## src/sv/bbc_pkg.sv

```systemverilog
package bbc_pkg;

   // image geometry limits
   localparam int MAX_WIDTH  = 1024;
   localparam int MAX_HEIGHT = 1024;
   localparam int COL_W      = $clog2(MAX_WIDTH);
   localparam int ROW_W      = $clog2(MAX_HEIGHT);

   // field and accumulator widths
   localparam int PIXEL_W = 8;
   localparam int SUM_W   = 30;
   localparam int COUNT_W = 21;
   localparam int CENT_W  = 14;
   localparam int FRAC_W  = 4;
   localparam int SHIFT_W = CENT_W - FRAC_W;
   localparam int STEP_W  = $clog2(CENT_W);

   localparam logic [COUNT_W-1:0] MIN_COUNT_RESET = COUNT_W'(1200);
   localparam logic [COUNT_W-1:0] COUNT_MAX       = {COUNT_W{1'b1}};
   localparam logic [SUM_W-1:0]   SUM_MAX         = {SUM_W{1'b1}};
   localparam logic [CENT_W-1:0]  CENT_MAX        = {CENT_W{1'b1}};
   localparam logic [COL_W-1:0]   COL_LAST        = COL_W'(MAX_WIDTH - 1);
   localparam logic [ROW_W-1:0]   ROW_LAST        = ROW_W'(MAX_HEIGHT - 1);

   // frame queue between the accumulator and the divider
   localparam int QUEUE_DEPTH = 2;
   localparam int QUEUE_AW    = $clog2(QUEUE_DEPTH);
   localparam int QUEUE_CW    = $clog2(QUEUE_DEPTH + 1);

   typedef struct packed {
      logic [PIXEL_W-1:0] pixel;
      logic               end_of_line;
      logic               end_of_frame;
   } req_type;

   typedef struct packed {
      logic [CENT_W-1:0]  centroid_x;
      logic [CENT_W-1:0]  centroid_y;
      logic               found;
      logic [COUNT_W-1:0] object_pixels;
   } rsp_type;

   // totals of one finished frame
   typedef struct packed {
      logic [SUM_W-1:0]   sum_x;
      logic [SUM_W-1:0]   sum_y;
      logic [COUNT_W-1:0] count;
      logic               found;
   } frame_type;

   typedef enum logic [2:0] {
      ST_IDLE,
      ST_LOAD,
      ST_RUN,
      ST_SEND
   } back_state_type;

endpackage

```

## src/sv/bbc_front.sv

```systemverilog
module bbc_front
   import bbc_pkg::*;
(
   input  logic               clock,
   input  logic               reset,
   input  logic               csr_wr_en,
   input  logic [COUNT_W-1:0] csr_wr_data,
   input  logic               req_valid,
   output logic               req_stall,
   input  req_type            req_data,
   input  logic               queue_full,
   output logic               push,
   output frame_type          push_data
);

   logic [COUNT_W-1:0] min_count_ff;
   logic [COL_W-1:0]   column_ff, column_in;
   logic [ROW_W-1:0]   row_ff, row_in;
   logic [SUM_W-1:0]   sum_x_ff, sum_x_in;
   logic [SUM_W-1:0]   sum_y_ff, sum_y_in;
   logic [COUNT_W-1:0] count_ff, count_in;

   logic               accept;
   logic               hit;
   logic [SUM_W:0]     add_x, add_y;
   logic [SUM_W-1:0]   new_x, new_y;
   logic [COUNT_W-1:0] new_count;

   assign req_stall = queue_full;
   assign accept    = req_valid && !req_stall;
   assign hit       = (req_data.pixel != '0);

   // saturating accumulation
   assign add_x = {1'b0, sum_x_ff} + (SUM_W + 1)'(column_ff);
   assign add_y = {1'b0, sum_y_ff} + (SUM_W + 1)'(row_ff);

   always_comb begin
      new_x     = sum_x_ff;
      new_y     = sum_y_ff;
      new_count = count_ff;
      if (hit) begin
         new_x = add_x[SUM_W] ? SUM_MAX : add_x[SUM_W-1:0];
         new_y = add_y[SUM_W] ? SUM_MAX : add_y[SUM_W-1:0];
         if (count_ff != COUNT_MAX) begin
            new_count = count_ff + COUNT_W'(1);
         end
      end
   end

   assign push            = accept && req_data.end_of_frame;
   assign push_data.sum_x = new_x;
   assign push_data.sum_y = new_y;
   assign push_data.count = new_count;
   assign push_data.found = (new_count > min_count_ff);

   always_comb begin
      column_in = column_ff;
      row_in    = row_ff;
      sum_x_in  = sum_x_ff;
      sum_y_in  = sum_y_ff;
      count_in  = count_ff;
      if (accept) begin
         if (req_data.end_of_frame) begin
            column_in = '0;
            row_in    = '0;
            sum_x_in  = '0;
            sum_y_in  = '0;
            count_in  = '0;
         end else begin
            sum_x_in = new_x;
            sum_y_in = new_y;
            count_in = new_count;
            if (req_data.end_of_line) begin
               column_in = '0;
               if (row_ff != ROW_LAST) begin
                  row_in = row_ff + ROW_W'(1);
               end
            end else if (column_ff != COL_LAST) begin
               column_in = column_ff + COL_W'(1);
            end
         end
      end
   end

   always_ff @(posedge clock) begin
      if (reset) begin
         min_count_ff <= MIN_COUNT_RESET;
         column_ff    <= '0;
         row_ff       <= '0;
         sum_x_ff     <= '0;
         sum_y_ff     <= '0;
         count_ff     <= '0;
      end else begin
         if (csr_wr_en) begin
            min_count_ff <= csr_wr_data;
         end
         column_ff <= column_in;
         row_ff    <= row_in;
         sum_x_ff  <= sum_x_in;
         sum_y_ff  <= sum_y_in;
         count_ff  <= count_in;
      end
   end

endmodule

```

## src/sv/bbc_queue.sv

```systemverilog
module bbc_queue
   import bbc_pkg::*;
(
   input  logic      clock,
   input  logic      reset,
   input  logic      push,
   input  frame_type push_data,
   output logic      full,
   input  logic      pop,
   output frame_type pop_data,
   output logic      empty
);

   frame_type             entry_ff [QUEUE_DEPTH];
   logic [QUEUE_AW-1:0]   wr_ptr_ff, rd_ptr_ff;
   logic [QUEUE_CW-1:0]   fill_ff;

   assign full     = (fill_ff == QUEUE_CW'(QUEUE_DEPTH));
   assign empty    = (fill_ff == '0);
   assign pop_data = entry_ff[rd_ptr_ff];

   always_ff @(posedge clock) begin
      if (push) begin
         entry_ff[wr_ptr_ff] <= push_data;
      end
   end

   always_ff @(posedge clock) begin
      if (reset) begin
         wr_ptr_ff <= '0;
         rd_ptr_ff <= '0;
         fill_ff   <= '0;
      end else begin
         if (push) begin
            wr_ptr_ff <= (wr_ptr_ff == QUEUE_AW'(QUEUE_DEPTH - 1)) ? '0
                                                                    : wr_ptr_ff + QUEUE_AW'(1);
         end
         if (pop) begin
            rd_ptr_ff <= (rd_ptr_ff == QUEUE_AW'(QUEUE_DEPTH - 1)) ? '0
                                                                    : rd_ptr_ff + QUEUE_AW'(1);
         end
         if (push && !pop) begin
            fill_ff <= fill_ff + QUEUE_CW'(1);
         end else if (pop && !push) begin
            fill_ff <= fill_ff - QUEUE_CW'(1);
         end
      end
   end

endmodule

```

## src/sv/bbc_back.sv

```systemverilog
module bbc_back
   import bbc_pkg::*;
(
   input  logic      clock,
   input  logic      reset,
   input  logic      queue_empty,
   input  frame_type pop_data,
   output logic      pop,
   output logic      rsp_valid,
   input  logic      rsp_stall,
   output rsp_type   rsp_data
);

   back_state_type     state_ff, state_in;
   frame_type          job_ff, job_in;
   logic [COUNT_W-1:0] rem_ff, rem_in;
   logic [CENT_W-1:0]  bits_ff, bits_in;
   logic [CENT_W-1:0]  quo_ff, quo_in;
   logic [STEP_W-1:0]  step_ff, step_in;
   logic               sel_y_ff, sel_y_in;
   logic               sat_ff, sat_in;
   logic [CENT_W-1:0]  cx_ff, cx_in;
   logic [CENT_W-1:0]  cy_ff, cy_in;
   logic               rsp_valid_ff, rsp_valid_in;
   rsp_type            rsp_data_ff, rsp_data_in;

   logic [SUM_W-1:0]   sum_sel;
   logic [COUNT_W:0]   trial;
   logic               ge;
   logic [COUNT_W-1:0] rem_next;
   logic [CENT_W-1:0]  quo_next;
   logic [CENT_W-1:0]  result;
   logic               slot_free;

   assign sum_sel   = sel_y_ff ? job_ff.sum_y : job_ff.sum_x;

   // one quotient bit per cycle
   assign trial     = {rem_ff, bits_ff[CENT_W-1]};
   assign ge        = (trial >= {1'b0, job_ff.count});
   assign rem_next  = ge ? COUNT_W'(trial - {1'b0, job_ff.count}) : trial[COUNT_W-1:0];
   assign quo_next  = {quo_ff[CENT_W-2:0], ge};
   assign result    = sat_ff ? CENT_MAX : quo_next;
   assign slot_free = !rsp_valid_ff || !rsp_stall;

   always_comb begin
      state_in     = state_ff;
      job_in       = job_ff;
      rem_in       = rem_ff;
      bits_in      = bits_ff;
      quo_in       = quo_ff;
      step_in      = step_ff;
      sel_y_in     = sel_y_ff;
      sat_in       = sat_ff;
      cx_in        = cx_ff;
      cy_in        = cy_ff;
      pop          = 1'b0;
      rsp_data_in  = rsp_data_ff;
      rsp_valid_in = rsp_valid_ff && rsp_stall;
      unique case (state_ff)
         ST_IDLE: begin
            if (!queue_empty) begin
               pop      = 1'b1;
               job_in   = pop_data;
               sel_y_in = 1'b0;
               state_in = ST_LOAD;
            end
         end
         ST_LOAD: begin
            // quotient overflows 14 bits when the high part reaches the count
            rem_in   = COUNT_W'(sum_sel[SUM_W-1:SHIFT_W]);
            sat_in   = (COUNT_W'(sum_sel[SUM_W-1:SHIFT_W]) >= job_ff.count);
            bits_in  = {sum_sel[SHIFT_W-1:0], {FRAC_W{1'b0}}};
            quo_in   = '0;
            step_in  = '0;
            state_in = ST_RUN;
         end
         ST_RUN: begin
            rem_in  = rem_next;
            quo_in  = quo_next;
            bits_in = bits_ff << 1;
            step_in = step_ff + STEP_W'(1);
            if (step_ff == STEP_W'(CENT_W - 1)) begin
               if (sel_y_ff) begin
                  cy_in    = result;
                  state_in = ST_SEND;
               end else begin
                  cx_in    = result;
                  sel_y_in = 1'b1;
                  state_in = ST_LOAD;
               end
            end
         end
         ST_SEND: begin
            if (slot_free) begin
               rsp_valid_in              = 1'b1;
               rsp_data_in.centroid_x    = job_ff.found ? cx_ff : '0;
               rsp_data_in.centroid_y    = job_ff.found ? cy_ff : '0;
               rsp_data_in.found         = job_ff.found;
               rsp_data_in.object_pixels = job_ff.count;
               state_in                  = ST_IDLE;
            end
         end
         default: begin
            state_in = ST_IDLE;
         end
      endcase
   end

   always_ff @(posedge clock) begin
      if (reset) begin
         state_ff     <= ST_IDLE;
         rsp_valid_ff <= 1'b0;
      end else begin
         state_ff     <= state_in;
         rsp_valid_ff <= rsp_valid_in;
      end
   end

   always_ff @(posedge clock) begin
      job_ff      <= job_in;
      rem_ff      <= rem_in;
      bits_ff     <= bits_in;
      quo_ff      <= quo_in;
      step_ff     <= step_in;
      sel_y_ff    <= sel_y_in;
      sat_ff      <= sat_in;
      cx_ff       <= cx_in;
      cy_ff       <= cy_in;
      rsp_data_ff <= rsp_data_in;
   end

   assign rsp_valid = rsp_valid_ff;
   assign rsp_data  = rsp_data_ff;

endmodule

```

## src/sv/binary_blob_centroid.sv

```systemverilog
// channel | direction | handshake            | word
// req     | in        | req_valid, req_stall | req_type: pixel, end_of_line, end_of_frame
// rsp     | out       | rsp_valid, rsp_stall | rsp_type: centroid_x, centroid_y, found, pixels
// csr     | in        | csr_wr_en            | min_pixel_count, 21 bits
//
// pixels enter at one per clock; req_stall rises only while the frame queue holds two frames
// each frame end runs the divider through a load and a run state per axis, x then y, one quotient bit a cycle
// a result lands in the output register and waits there while the next frame is accumulated
// synchronous active-high reset; threshold resets to 1200, accumulators and queue to empty
// no clearing pass after reset: the first word can be taken in the cycle after reset drops
module binary_blob_centroid
   import bbc_pkg::*;
(
   input  logic               clock,
   input  logic               reset,
   input  logic               csr_wr_en,
   input  logic [COUNT_W-1:0] csr_wr_data,
   input  logic               req_valid,
   output logic               req_stall,
   input  req_type            req_data,
   output logic               rsp_valid,
   input  logic               rsp_stall,
   output rsp_type            rsp_data
);

   // front to queue
   logic      push;
   frame_type push_data;
   logic      queue_full;

   // queue to back
   logic      pop;
   frame_type pop_data;
   logic      queue_empty;

   // accumulator: column/row tracking, saturating sums, hit count, threshold compare
   bbc_front u_front (
      .clock       (clock),
      .reset       (reset),
      .csr_wr_en   (csr_wr_en),
      .csr_wr_data (csr_wr_data),
      .req_valid   (req_valid),
      .req_stall   (req_stall),
      .req_data    (req_data),
      .queue_full  (queue_full),
      .push        (push),
      .push_data   (push_data)
   );

   // two-frame queue of totals, lets the pixel side run while the divider works
   bbc_queue u_queue (
      .clock     (clock),
      .reset     (reset),
      .push      (push),
      .push_data (push_data),
      .full      (queue_full),
      .pop       (pop),
      .pop_data  (pop_data),
      .empty     (queue_empty)
   );

   // shared restoring divider, x then y, plus output register
   bbc_back u_back (
      .clock       (clock),
      .reset       (reset),
      .queue_empty (queue_empty),
      .pop_data    (pop_data),
      .pop         (pop),
      .rsp_valid   (rsp_valid),
      .rsp_stall   (rsp_stall),
      .rsp_data    (rsp_data)
   );

   // a frame total is never pushed into a full queue
   assert property (@(posedge clock) disable iff (reset) push |-> !queue_full)
      else $error("frame pushed into full queue");

   // the divider only pulls from a nonempty queue
   assert property (@(posedge clock) disable iff (reset) pop |-> !queue_empty)
      else $error("pop from empty queue");

   // a frame below threshold reports zero centroids
   assert property (@(posedge clock) disable iff (reset)
      (rsp_valid && !rsp_data.found) |-> (rsp_data.centroid_x == '0 && rsp_data.centroid_y == '0))
      else $error("nonzero centroid without found");

endmodule

```

## config.mk

```make
export PLATFORM = sky130hd
export DESIGN_NAME = binary_blob_centroid
export DESIGN_NICKNAME = d
export VERILOG_FILES = /design/src/sv/bbc_pkg.sv /design/src/sv/bbc_front.sv /design/src/sv/bbc_queue.sv /design/src/sv/bbc_back.sv /design/src/sv/binary_blob_centroid.sv
export SDC_FILE = /design/constraint.sdc
export NUM_CORES = 1
export LEC_CHECK = 0
export BUFFER_PORTS_ARGS = -buffer_cell sky130_fd_sc_hd__buf_4
export CAP_MARGIN = 40
export CELL_PAD_IN_SITES_DETAIL_PLACEMENT = 0
export CELL_PAD_IN_SITES_GLOBAL_PLACEMENT = 1
export CORE_MARGIN = 4
export CORE_UTILIZATION = 51
export DETAILED_ROUTE_END_ITERATION = 10
export PLACE_DENSITY_LB_ADDON = 0.25
export SYNTH_ARGS = -nofsm -noshare
export SYNTH_HDL_FRONTEND = slang
export SYNTH_SLANG_ARGS = --single-unit
export TNS_END_PERCENT = 100
```

## constraint.sdc

```tcl
create_clock -name clock -period 6.3 [get_ports clock]
set_input_delay 0.945 -clock clock [delete_from_list [all_inputs] [get_ports clock]]
set_output_delay 0.945 -clock clock [all_outputs]
set_load 0.01 [all_outputs]
```

======== Word-level counts from Yosys, hierarchy flattened ========
Memory sizes are Yosys's and may differ from the RTL's. A register that Yosys moved wholly into a read port is not among the register bits.
Cells that the tools add are included.
cells by class
  $add $sub $neg .......................... 11
  magnitude comparators ................... 3
  eq/ne operators ......................... 11
  muxes and demuxes ....................... 40
  bitwise operators ....................... 2
  reduce and logical (&&, ||, !) cells .... 28
operators with widths
  kind                                                              number
  30-bit 2-to-1 mux                                                 7
  21-bit 2-to-1 mux                                                 4
  30-bit by 10-bit adder with 31-bit output                         2
  10-bit 2-to-1 mux                                                 6
  21-bit case mux with 2 select lines                               1
  14-bit case mux with 2 select lines                               1
  13-bit case mux with 2 select lines                               1
  22-bit by 21-bit >= comparator with 1-bit output                  1
  21-bit by 1-bit adder with 21-bit output (second input constant)  1
  20-bit by 21-bit >= comparator with 1-bit output                  1
  21-bit greater-than comparator                                    1
  21-bit inequality test (second input constant)                    1
  21-bit subtractor                                                 1
  10-bit by 1-bit adder with 10-bit output (second input constant)  2
  10-bit inequality test (second input constant)                    2
  3-bit AND reduction                                               5
  14-bit 2-to-1 mux                                                 1
  3-bit case mux with 4 select lines                                1
  1-bit 2-to-1 mux                                                  10
  2-bit nonzero test                                                5
  3-bit 2-to-1 mux                                                  3
  4-bit case mux with 2 select lines                                1
  8-bit nonzero test                                                1
  3-bit by 2-bit == test with 1-bit output (second input constant)  2
  other kinds (19)                                                  34
word-level totals
  flip-flop bits (word level) ............. 262
  RAM bits ................................ 164
  input bits .............................. 36
  word-level logic and storage cells ...... 119
  memories ................................ 1
memory list
  name              words  bits a word  read ports  clocked after memory_dff  wr ports  line             source
  u_queue.entry_ff  2      82           1           1                         1         bbc_queue.sv:14  frame_type entry_ff [QUEUE_DEPTH];

======== Logic depth before layout (Yosys ltp) ========
Gate-level depths: netlist of the first run.
  depth in word-level cells ............... 8
  gate-level depth with buffers ........... 16
  gate-level depth less buffers ........... 14

======== Modules after synthesis ========
Synthesis of the first run repeated with hierarchy kept, for this count alone.
second synthesis, totals
  cells, all modules ...................... 2,052
  area total of the unflattened synthesis .. 24,399.7 um^2
modules (own cells, without submodules)
  module     times used  cells an instance  area an instance (um^2)  seq. area each (um^2)
  bbc_back   1           663                9,534.1                  6,366.1
  bbc_front  1           1,112              8,712.1                  2,442.3
  bbc_queue  1           277                6,153.4                  5,024.8

======== Worst setup path before layout of the first run ========
Ideal clock, no wire load.
  path type ............................... input-to-reg
  start ................................... input req_valid
  end ..................................... memory u_queue.entry_ff[0][0] in the netlist's numbering, enable pin
  arrival time ............................ 4,892 ps
  data required time ...................... 5,777 ps
  setup slack ............................. 884 ps
  cell stages on the path ................. 4
  buffers on the path ..................... 1
  cell sequence ........................... and2_1 > clkbuf_1 > nand2_1 > nor2_1
between the ends
  word-level cells in the longest chain between the ends .. 4
RTL lines
  item                                    line                        source
  start: declaration                      binary_blob_centroid.sv:18  input logic req_valid,
  1-bit logical AND                       bbc_front.sv:30             assign accept = req_valid && !req_stall;
  1-bit logical AND                       bbc_front.sv:50             assign push = accept && req_data.end_of_frame;
  1-bit 2-to-1 mux                        bbc_queue.sv:23             if (push) begin
  1-bit 2-to-1 mux (implied by the code)  bbc_queue.sv:24             entry_ff[wr_ptr_ff] <= push_data;
  end: declaration                        bbc_queue.sv:14
Every way passes these cells.

==> Implementation_results.wiki, run 1 <==
{| class="wikitable"
! Metric !! Value
|-
| Outcome || completed
|-
| Global routing usage summed across all routing layers || 0.212
|-
| Layout cells sized above 1 || 0.163
|-
| Tightest slew margin relative to the limit || 0.415
|-
| Post-synth net total || 2099
|-
| Post-detailed-route wirelength per cell || slightly below 20 um
|-
| Clock sink total || between 500 and 600
|-
| Power per Cell Area || just over 400 nW/um2
|-
| Launch point of the worst reg-to-reg path || u_front.count_ff[13]$_SDFFE_PP0P_
|-
| Initial cell density of the core || 0.516
|-
| Vias in the first global route || 14797
|-
| Count of cells along the worst register-to-register path || 14
|-
| F_max || 0.269 GHz
|-
| 1st-pass router iterations || 5
|-
| Max-cap check violation count || 0
|-
| Kind of capture point of the worst setup path || register
|-
| Post_cts resized || 0
|-
| 1st-iter DRT viols || 1298
|-
| Origin of the worst min-delay path || u_back.job_ff[10]$_DFFE_PP_
|-
| Static Leakage || 10.0 nW
|-
| Count of hold buffers inserted by post-cts repair || 0
|-
| Category of the critical setup timing path || reg2reg
|-
| Fraction of synthesized cell area in xor and xnor cells || 0.0351
|-
| Total non-filler cell area in the finished layout || 26400 um2
|-
| Detailed placement HPWL || 37200 um
|-
| Clock tree root driver cell || sky130_fd_sc_hd__clkbuf_16
|-
| Die boundary height || 222 um
|-
| Die width || approximately 220 um
|-
| Number of placed instances, taps included || 2597
|-
| Number of antenna violations at the first check in global routing || 0
|-
| Area delta synth->final || 12.8%
|-
| Worst hold endpoint || u_back.rsp_data[9]$_DFFE_PP_
|-
| Max Slew Vio Count || 0
|-
| Number of synthesized register bits || 503
|-
| CP required || roughly 6.6 ns
|-
| Wirelength, routed || roughly 53000 um
|-
| Area share of the largest cell type after synthesis || 0.479
|-
| Startpoint class of the critical path || register
|-
| Placer congestion estimate || approximately 0.86
|-
| Final non-filler cell total || 2696
|-
| CTS max path bufs || 3
|-
| Simple-gate portion of the synthesized area || 0.125
|-
| CTS buffer count || 54
|-
| Clock latency at the later pin of the worst-skew pair || 0.59 ns
|-
| Number of H-tree levels || 2
|-
| Sequential element share of the synthesized area || 0.590
|-
| Proportion of register bits with asynchronous set or reset after synthesis || 0
|-
| Grt total ovfl || 0
|-
| Critical path data arrival time || 4.02 ns
|-
| Count of pins on the block boundary || about 90
|-
| Worst R2R End || u_queue.entry_ff[1][0]$_DFFE_PP_
|-
| Post-detailed-route via-to-cell ratio || 5.70
|-
| Die area || 49400 um2
|-
| Number of inserted filler cells in the final layout || between 3000 and 4000
|-
| Combinational family with the most area after synthesis || simple AND/OR/NAND/NOR gates
|-
| Worst Path Max Fanout || 7
|-
| Endpoints failing setup || 0
|-
| Arithmetic-cell share of the synthesized area counting full adders, half adders and majority gates || 0.0517
|-
| IR Drop Worst-Case VDD || 0.278 mV
|-
| Area of the core region || between 40000 and 50000 um2
|-
| Average cell area after synthesis || 11.9 um2
|-
| Summed negative setup slack over all endpoints || 0 ns
|-
| Pin count of the biggest net entering global routing || 74
|-
| Utilization of the core after routing || 0.582
|-
| Number of nets in the layout || ~2200
|-
| Unrepaired setup endpoints after global routing || no
|-
| Number of port buffers || 87
|-
| Placed Area || 24800 um2
|-
| Worst clock skew on the final layout || 0.0315 ns
|-
| Synth Area in Compound Gates || 0.108
|-
| Cell area after technology mapping || 23400 um2
|-
| Library cell occupying the most area in the post-synthesis netlist || sky130_fd_sc_hd__edfxtp_1
|-
| Total via count in the routed design || ~15000
|-
| CTS clk-pin slew, worst paths || 0.06 ns
|-
| Hold violation count in the final report || 0
|-
| Clock tree from TritonCTS || done
|-
| Minimum clock period after layout || 3.71 ns
|-
| Row cnt || ~80
|-
| Count of unique library cells instantiated by Yosys || 80
|-
| First-pass GRT wire length || approximately 83000 um
|-
| Antenna-violating nets left || 0
|-
| Most instantiated flip-flop cell in the synthesis netlist || sky130_fd_sc_hd__edfxtp_1
|-
| Class of the tightest hold or removal check || reg2reg
|-
| Hold depth || 0
|-
| Remaining design rule violation count || 0
|-
| Number of antenna repair diodes || 0
|-
| Tightest Pin Transition || just under 0.9 ns
|-
| Synthesis Warnings || 0
|-
| Setup repair bufs after CTS || 0
|-
| Setup slack on the worst flop-to-flop path || about 2.6 ns
|-
| Post-synth EDFFs || 374
|-
| Ratio of final minimum period to clock period || 0.590
|-
| Largest cells by area after synthesis || sky130_fd_sc_hd__edfxtp_1 (48%), sky130_fd_sc_hd__dfxtp_1 (11%), sky130_fd_sc_hd__mux2_2 (5.0%), sky130_fd_sc_hd__ha_1 (4.9%), sky130_fd_sc_hd__nor2_1 (2.5%)
|-
| Mux share of post-synthesis cell area || 0.0632
|-
| Mapped Cells || between 1500 and 2000
|}
synthesized netlist by cell type, drive strengths merged (5+ instances only):
| cell | instances |
|---|---|
| edfxtp | 374 |
| nor2 | 164 |
| nand2 | 150 |
| dfxtp | 129 |
| a21oi | 110 |
| mux2 | 104 |
| o21ai | 93 |
| ha | 92 |
| inv | 73 |
| clkbuf | 60 |
| xnor2 | 51 |
| and2 | 47 |
| nand3 | 47 |
| xor2 | 43 |
| a31oi | 41 |
| and3 | 34 |
| nor3 | 32 |
| a21o | 31 |
| mux2i | 31 |
| nand4 | 30 |
| buf | 25 |
| o21a | 21 |
| or3 | 20 |
| or2 | 18 |
| a211oi | 12 |
| a22o | 11 |
| a22oi | 11 |
| o211ai | 11 |
| and4 | 9 |
| nand2b | 9 |
| nor2b | 9 |
| a311oi | 8 |
| nor4 | 8 |
| a41oi | 7 |
| o2bb2ai | 7 |
| or4 | 5 |
flip-flops by register name, summed over array words and instances (netlist names), 13 cells and up:
signal,flops
u_front.min_count_ff,21
u_back.job_ff,82
u_front.sum_y_ff,30
u_front.count_ff,21
u_back.rsp_data,50
u_queue.entry_ff,164
u_back.cy_ff,14
u_back.cx_ff,14
u_back.rem_ff,21
u_back.quo_ff,13
u_front.sum_x_ff,30
stage by stage:
| step | hold WS [ns] | worst slack (ns) | power (W) |
|---|---|---|---|
| detailed placement | 0.455 | 2.09 | 0.00801 |
| floorplan | 0.426 | 0.884 | 0.00702 |
| finish | 0.468 | 2.59 | 0.0110 |
| global route | 0.475 | 2.29 | 0.0116 |
| global placement | 0.437 | 2.11 | 0.00791 |
| CTS | 0.470 | 2.64 | 0.0110 |
final cells by class:
| cell class | count | area, um2 | share of cell area |
|---|---|---|---|
| Timing Repair Buffer | 114 | 907 | 0.0343 |
| Sequential cell | 503 | 13800 | 0.523 |
| Clock inverter | 30 | 239 | 0.00904 |
| Tap cell | 600 | 751 | 0.0284 |
| Multi-Input combinational cell | 1304 | 9000 | 0.341 |
| Clock buffer | 69 | 1430 | 0.0540 |
| Inverter | 76 | 285 | 0.0108 |
per-layer routing:
layer  vias up  track usage  wire length, um
met5         -            0                0
met2       406        0.334            24000
met3        86       0.0263             2690
met4         0       0.0584             1320
met1      7431        0.313            25400
li1       7431            -                -
placed cells by master (no fill, tap or decap), drive strengths merged, types with 47 or more instances in the layout:
cell type and instances:
nand3 47, and2 47, nand2 150, xnor2 51, edfxtp 374, ha 92, clkbuf 69, nor2 164
dfxtp 129, a21oi 110, mux2 104, inv 76, buf 114, o21ai 93
critical path, cell delays in order, from the launching register on:
cell	delay, ns
sky130_fd_sc_hd__dfxtp_1	0.38
sky130_fd_sc_hd__and4_1	0.25
sky130_fd_sc_hd__and4_1	0.27
sky130_fd_sc_hd__a211oi_2	0.43
sky130_fd_sc_hd__and2_1	0.29
sky130_fd_sc_hd__and3_1	0.26
sky130_fd_sc_hd__and3_1	0.24
sky130_fd_sc_hd__xor2_1	0.26
sky130_fd_sc_hd__ha_1	0.29
sky130_fd_sc_hd__a21o_1	0.16
sky130_fd_sc_hd__a21o_1	0.16
sky130_fd_sc_hd__a21oi_1	0.14
sky130_fd_sc_hd__o211ai_1	0.11
sky130_fd_sc_hd__a21oi_1	0.13
sky130_fd_sc_hd__a211oi_1	0.08
cells by family after synthesis:
group | Yosys count
fa+ha+maj | 95
mux | 135
xor+xnor | 94
simple gates | 585
buf+inv | 161
flops | 503
compound gates | 395
worst max-delay path by stage:
stage | from | to | slack, ns | depth (start not counted)
finish | u_front.count_ff[13]$_SDFFE_PP0P_ | u_queue.entry_ff[1][0]$_DFFE_PP_ | 2.59 | 14
global route | u_front.count_ff[0]$_SDFFE_PP0P_ | u_queue.entry_ff[0][0]$_DFFE_PP_ | 2.29 | 14
CTS | u_front.count_ff[13]$_SDFFE_PP0P_ | u_queue.entry_ff[1][0]$_DFFE_PP_ | 2.64 | 14
detailed placement | req_data[3] | u_queue.entry_ff[0][0]$_DFFE_PP_ | 2.09 | 15
global placement | req_data[3] | u_queue.entry_ff[0][0]$_DFFE_PP_ | 2.11 | 15
floorplan | req_valid | u_queue.entry_ff[0][0]$_DFFE_PP_ | 0.88 | 4
power by group:
part	internal, W	total (W)	switching (W)
Combinational	0.00125	0.00325	0.00200
Clock	0.00172	0.00299	0.00127
Sequential	0.00442	0.00472	0.000303
Total	0.00740	0.0110	0.00357
(Power assumes the default switching activity.)
==> run 2: changes to the inputs <==
--- a/config.mk
+++ b/config.mk
@@ -5,12 +5,13 @@
 export SDC_FILE = /design/constraint.sdc
 export NUM_CORES = 1
 export LEC_CHECK = 0
+export ABC_AREA = 1
 export BUFFER_PORTS_ARGS = -buffer_cell sky130_fd_sc_hd__buf_4
 export CAP_MARGIN = 40
 export CELL_PAD_IN_SITES_DETAIL_PLACEMENT = 0
 export CELL_PAD_IN_SITES_GLOBAL_PLACEMENT = 1
 export CORE_MARGIN = 4
-export CORE_UTILIZATION = 51
+export CORE_UTILIZATION = 44
 export DETAILED_ROUTE_END_ITERATION = 10
 export PLACE_DENSITY_LB_ADDON = 0.25
 export SYNTH_ARGS = -nofsm -noshare
==> constraint.sdc (replaced) <==
create_clock -name clock -period 3.29 [get_ports clock]
set_input_delay 0.4935 -clock clock [delete_from_list [all_inputs] [get_ports clock]]
set_output_delay 0.4935 -clock clock [all_outputs]
set_load 0.01 [all_outputs]
==> run 2 against run 1 <==
Routed wire length up 17%. Worst setup slack got worse by 2.4 ns. Largest power group unchanged. Clock-buffer cell count is 3 higher. Via count rose by 23%. Clock skew up 0.024 ns. Worst hold slack worse by 0.37 ns. Final area grew 8.5%. Die area grew 23%. Utilization shrank 7.3 points. Area after synthesis rose by 6.5%.
==> Implementation_results.wiki, run 2 <==
{| class="wikitable"
! Metric !! Value
|-
| Outcome || completed
|-
| Worst Path Max Fanout || 18 (+11)
|-
| Number of placed instances, taps included || 3583 (+38%)
|-
| Sequential element share of the synthesized area || 0.554 (-0.0361)
|-
| Area of the core region || 56300 um2 (+24%)
|-
| Category of the critical setup timing path || reg2reg
|-
| Endpoints failing setup || 0 (unchanged)
|-
| Number of H-tree levels || 2 (unchanged)
|-
| Max Slew Vio Count || 0 (unchanged)
|-
| Clock sink total || 503 (unchanged)
|-
| Number of antenna violations at the first check in global routing || 0 (unchanged)
|-
| Post-detailed-route wirelength per cell || 17.0 um (-14%)
|-
| Cell Int Power || 0.0142 W (+92%)
|-
| Area share of the largest cell type after synthesis || 0.450 (-0.0294)
|-
| Cells along the critical path || ha_1 -> nand2_2 -> nor2_4 -> nand2_2 -> nor3b_2 -> nand2_4 -> o211ai_2 -> o21ai_0 -> inv_1 -> ha_1 -> a21oi_1 -> o21ai_0 -> o21ai_0 -> nand3_1 -> nand2_1 -> inv_1
|-
| F_max || 0.325 GHz (+21%)
|-
| Die width || 246 um (+11%)
|-
| Max-cap check violation count || 0 (unchanged)
|-
| Class of the tightest hold or removal check || in2reg
|-
| Synthesis Warnings || 0 (unchanged)
|-
| Net switching power figure || 0.00739 W (+110%)
|-
| Library cell occupying the most area in the post-synthesis netlist || sky130_fd_sc_hd__edfxtp_1
|-
| Clock tree root driver cell || sky130_fd_sc_hd__clkbuf_16
|-
| Max FFs per register || 164 (unchanged)
|-
| Post-synth net total || 2911 (+39%)
|-
| Total via count in the routed design || 18823 (+23%)
|-
| Number of synthesized register bits || 503 (unchanged)
|-
| Critical path data arrival time || 3.46 ns (-0.56 ns)
|-
| Utilization of the core after routing || 0.510 (-0.0727)
|-
| Detailed placement HPWL || 45400 um (+22%)
|-
| Critical Path Max Stage Delay || 0.45 ns (+0.02 ns)
|-
| Power after layout || 0.0216 W (+97%)
|-
| Worst clock skew on the final layout || 0.0557 ns (+0.0242 ns)
|-
| Number of port buffers || 87 (unchanged)
|-
| Number of antenna repair diodes || 0 (unchanged)
|-
| Mapped Cells || 2780 (+41%)
|-
| Share of total power in combinational logic || 0.294 (-0.002)
|-
| Total non-filler cell area in the finished layout || 28700 um2 (+8.5%)
|-
| Most instantiated flip-flop cell in the synthesis netlist || sky130_fd_sc_hd__edfxtp_1
|-
| Average cell area after synthesis || 8.98 um2 (-25%)
|-
| Count of hold buffers inserted by post-cts repair || 0 (unchanged)
|-
| Leading cell type in the layout, fill and taps excluded || sky130_fd_sc_hd__nand2_1
|-
| Layout cells sized above 1 || 0.124 (-0.0392)
|-
| Share of total power in sequential cells || 0.409 (-0.022)
|-
| Grt total ovfl || 0 (unchanged)
|-
| Largest cells by area after synthesis || sky130_fd_sc_hd__edfxtp_1 (45%), sky130_fd_sc_hd__nand2_1 (14%), sky130_fd_sc_hd__dfxtp_1 (10%), sky130_fd_sc_hd__ha_1 (4.6%), sky130_fd_sc_hd__inv_1 (4.3%)
|-
| Antenna-violating nets left || 0 (unchanged)
|-
| Ratio of final minimum period to clock period || 0.936 (+0.347)
|-
| Number of nets in the layout || 3014 (+38%)
|-
| Minimum clock period after layout || 3.08 ns (-0.634 ns)
|-
| Cell area after technology mapping || 25000 um2 (+6.5%)
|-
| Most frequent cell after synthesis || sky130_fd_sc_hd__nand2_1
|-
| Max stage delay cell, worst path || sky130_fd_sc_hd__dfxtp_1
|-
| Count of pins on the block boundary || 88 (unchanged)
|-
| CP required || 3.67 ns (-2.94 ns)
|-
| Final non-filler cell total || 3684 (+37%)
|-
| 1st-iter DRT viols || 1366 (+5.2%)
|-
| Most frequent cells in the layout || sky130_fd_sc_hd__nand2_1 (914), sky130_fd_sc_hd__edfxtp_1 (374), sky130_fd_sc_hd__inv_1 (286), sky130_fd_sc_hd__a21oi_1 (190), sky130_fd_sc_hd__nand3_1 (148)
|-
| Proportion of total power due to net switching || 0.343 (+0.0176)
|-
| Wirelength, routed || 62800 um (+17%)
|-
| Die boundary height || 246 um (+11%)
|-
| Vias in the first global route || 18138 (+23%)
|-
| Hold violation count in the final report || 0 (unchanged)
|-
| Static Leakage || 12.2 nW (+22%)
|-
| Worst path most repeated cell || sky130_fd_sc_hd__o21ai_0
|-
| Pin count of the biggest net entering global routing || 85 (+15%)
|-
| Clock latency at the later pin of the worst-skew pair || 0.64 ns (+0.05 ns)
|-
| CTS max path bufs || 3 (unchanged)
|-
| Post-detailed-route via-to-cell ratio || 5.11 (-10%)
|-
| Kind of capture point of the worst setup path || register
|-
| First-pass GRT wire length || 99700 um (+20%)
|-
| IR Drop Worst-Case VDD || 0.604 mV (+120%)
|-
| Most common library cells after synthesis || sky130_fd_sc_hd__nand2_1 (914), sky130_fd_sc_hd__edfxtp_1 (374), sky130_fd_sc_hd__inv_1 (286), sky130_fd_sc_hd__a21oi_1 (192), sky130_fd_sc_hd__nand3_1 (148)
|-
| Placed Area || 26800 um2 (+8.1%)
|-
| Initial cell density of the core || 0.443 (-0.0728)
|-
| Tightest slew margin relative to the limit || 0.385 (-0.0303)
|-
| Global routing usage summed across all routing layers || 0.207 (-0.00468)
|-
| Row cnt || 87 (+12%)
|-
| Setup slack on the worst flop-to-flop path || 0.21 ns (-2.38 ns)
|-
| Power per Cell Area || 752 nW/um2 (+81%)
|-
| Largest Register || u_queue.entry_ff
|-
| Tightest Pin Transition || 0.921 ns (+0.0444 ns)
|-
| Post-synth EDFFs || 374 (unchanged)
|-
| Count of unique library cells instantiated by Yosys || 55 (-31%)
|-
| Die area || 60600 um2 (+23%)
|-
| Clock network power share || 0.297 (+0.024)
|-
| Clock tree from TritonCTS || done
|-
| 1st-pass router iterations || 5 (unchanged)
|-
| CTS buffer count || 54 (unchanged)
|-
| Area delta synth->final || 14.9%
|-
| Proportion of register bits with asynchronous set or reset after synthesis || 0 (unchanged)
|-
| Placer congestion estimate || 0.899 (+4.7%)
|-
| Remaining design rule violation count || 0 (unchanged)
|-
| Startpoint class of the critical path || register
|-
| CTS clk-pin slew, worst paths || 0.06 ns (about the same)
|}
## run 2: cell count changes after synthesis, sizes merged, moves of 20 or more
| cell | previous run | this run |
|---|---|---|
| nand2 | 150 | 934 |
| inv | 73 | 299 |
| nand3 | 47 | 170 |
| mux2 | 104 | 0 |
| a21oi | 110 | 199 |
| and2 | 47 | 6 |
| a31oi | 41 | 1 |
| xnor2 | 51 | 15 |
| and3 | 34 | 3 |
| mux2i | 31 | 1 |
| a21o | 31 | 4 |
| or2 | 18 | 41 |
| or3 | 20 | 0 |
## run 2: final cells by class
| cell class | instances | area [um2] |
|---|---|---|
| Inverter | 300 | 1130 |
| Timing Repair Buffer | 136 | 1190 |
| Multi-Input combinational cell | 1888 | 9700 |
| Clock inverter | 29 | 447 |
| Sequential cell | 503 | 13800 |
| Fill cell | 5231 | 27600 |
| Tap cell | 756 | 946 |
| Clock buffer | 72 | 1460 |
## run 2: worst paths after layout
path	start	endpoint	cells after the start
hold / removal	csr_wr_data[10]	u_front.min_count_ff[10]$_SDFFE_PP1P_	3
setup reg to reg	u_front.count_ff[0]$_SDFFE_PP0P_	u_queue.entry_ff[1][0]$_DFFE_PP_	16
hold reg to reg	u_back.job_ff[9]$_DFFE_PP_	u_back.rsp_data[8]$_DFFE_PP_	0
setup / recovery	u_front.count_ff[0]$_SDFFE_PP0P_	u_queue.entry_ff[1][0]$_DFFE_PP_	16
## run 2: cell families after synthesis
kind of cell,count (synthesis),synth area share
AO/OA/AOI/OAI,326,0.0724
AND/OR/NAND/NOR,1421,0.248
adder cells (fa/ha/maj),95,0.0485
multiplexers,1,0.000401
flip-flops,503,0.554
XOR/XNOR,45,0.0158
buffers and inverters,389,0.0611
## run 2: timing repair
action | CTS | global route
resized for setup | 0 | 2
setup buffers | 0 | 0
setup endpoints to repair | 0 | 2
## run 2: routing by layer
metal / track usage / share of wire / wire, um / vias up
met4: 0.0651 / 0.031 / 1960 / 0
met5: 0 / 0 / 0 / -
li1: - / - / - / 9440
met2: 0.339 / 0.46 / 28900 / 411
met1: 0.286 / 0.46 / 28800 / 8880
met3: 0.0309 / 0.049 / 3070 / 92
## run 2: power groups by stage
stage | Sequential [W] | Combinational, W | Clock (W)
after floorplan | 0.00882 | 0.00436 | 0
after global placement | 0.00894 | 0.00628 | 0
after detailed placement | 0.00896 | 0.00637 | 0
after CTS | 0.00883 | 0.00640 | 0.00655
after global routing | 0.00892 | 0.00723 | 0.00683
final | 0.00882 | 0.00634 | 0.00640
## run 2: critical path: cells and delay by family, from the launching register on
family / cells / cell delay (ns)
fa+ha+maj: 2 / 0.55
buf+inv: 2 / 0.20
simple gates: 7 / 0.95
compound gates: 5 / 0.68
flops: 1 / 0.45
## run 2: stage by stage
stage,setup slack (ns),hold slack (ns),setup TNS [ns]
after floorplan,0.246,0.424,0
after global placement,0.214,0.435,0
after detailed placement,0.166,0.439,0
after CTS,0.139,0.0598,0
after global routing,-0.00443,0.0847,-0.00884
final,0.210,0.0976,0
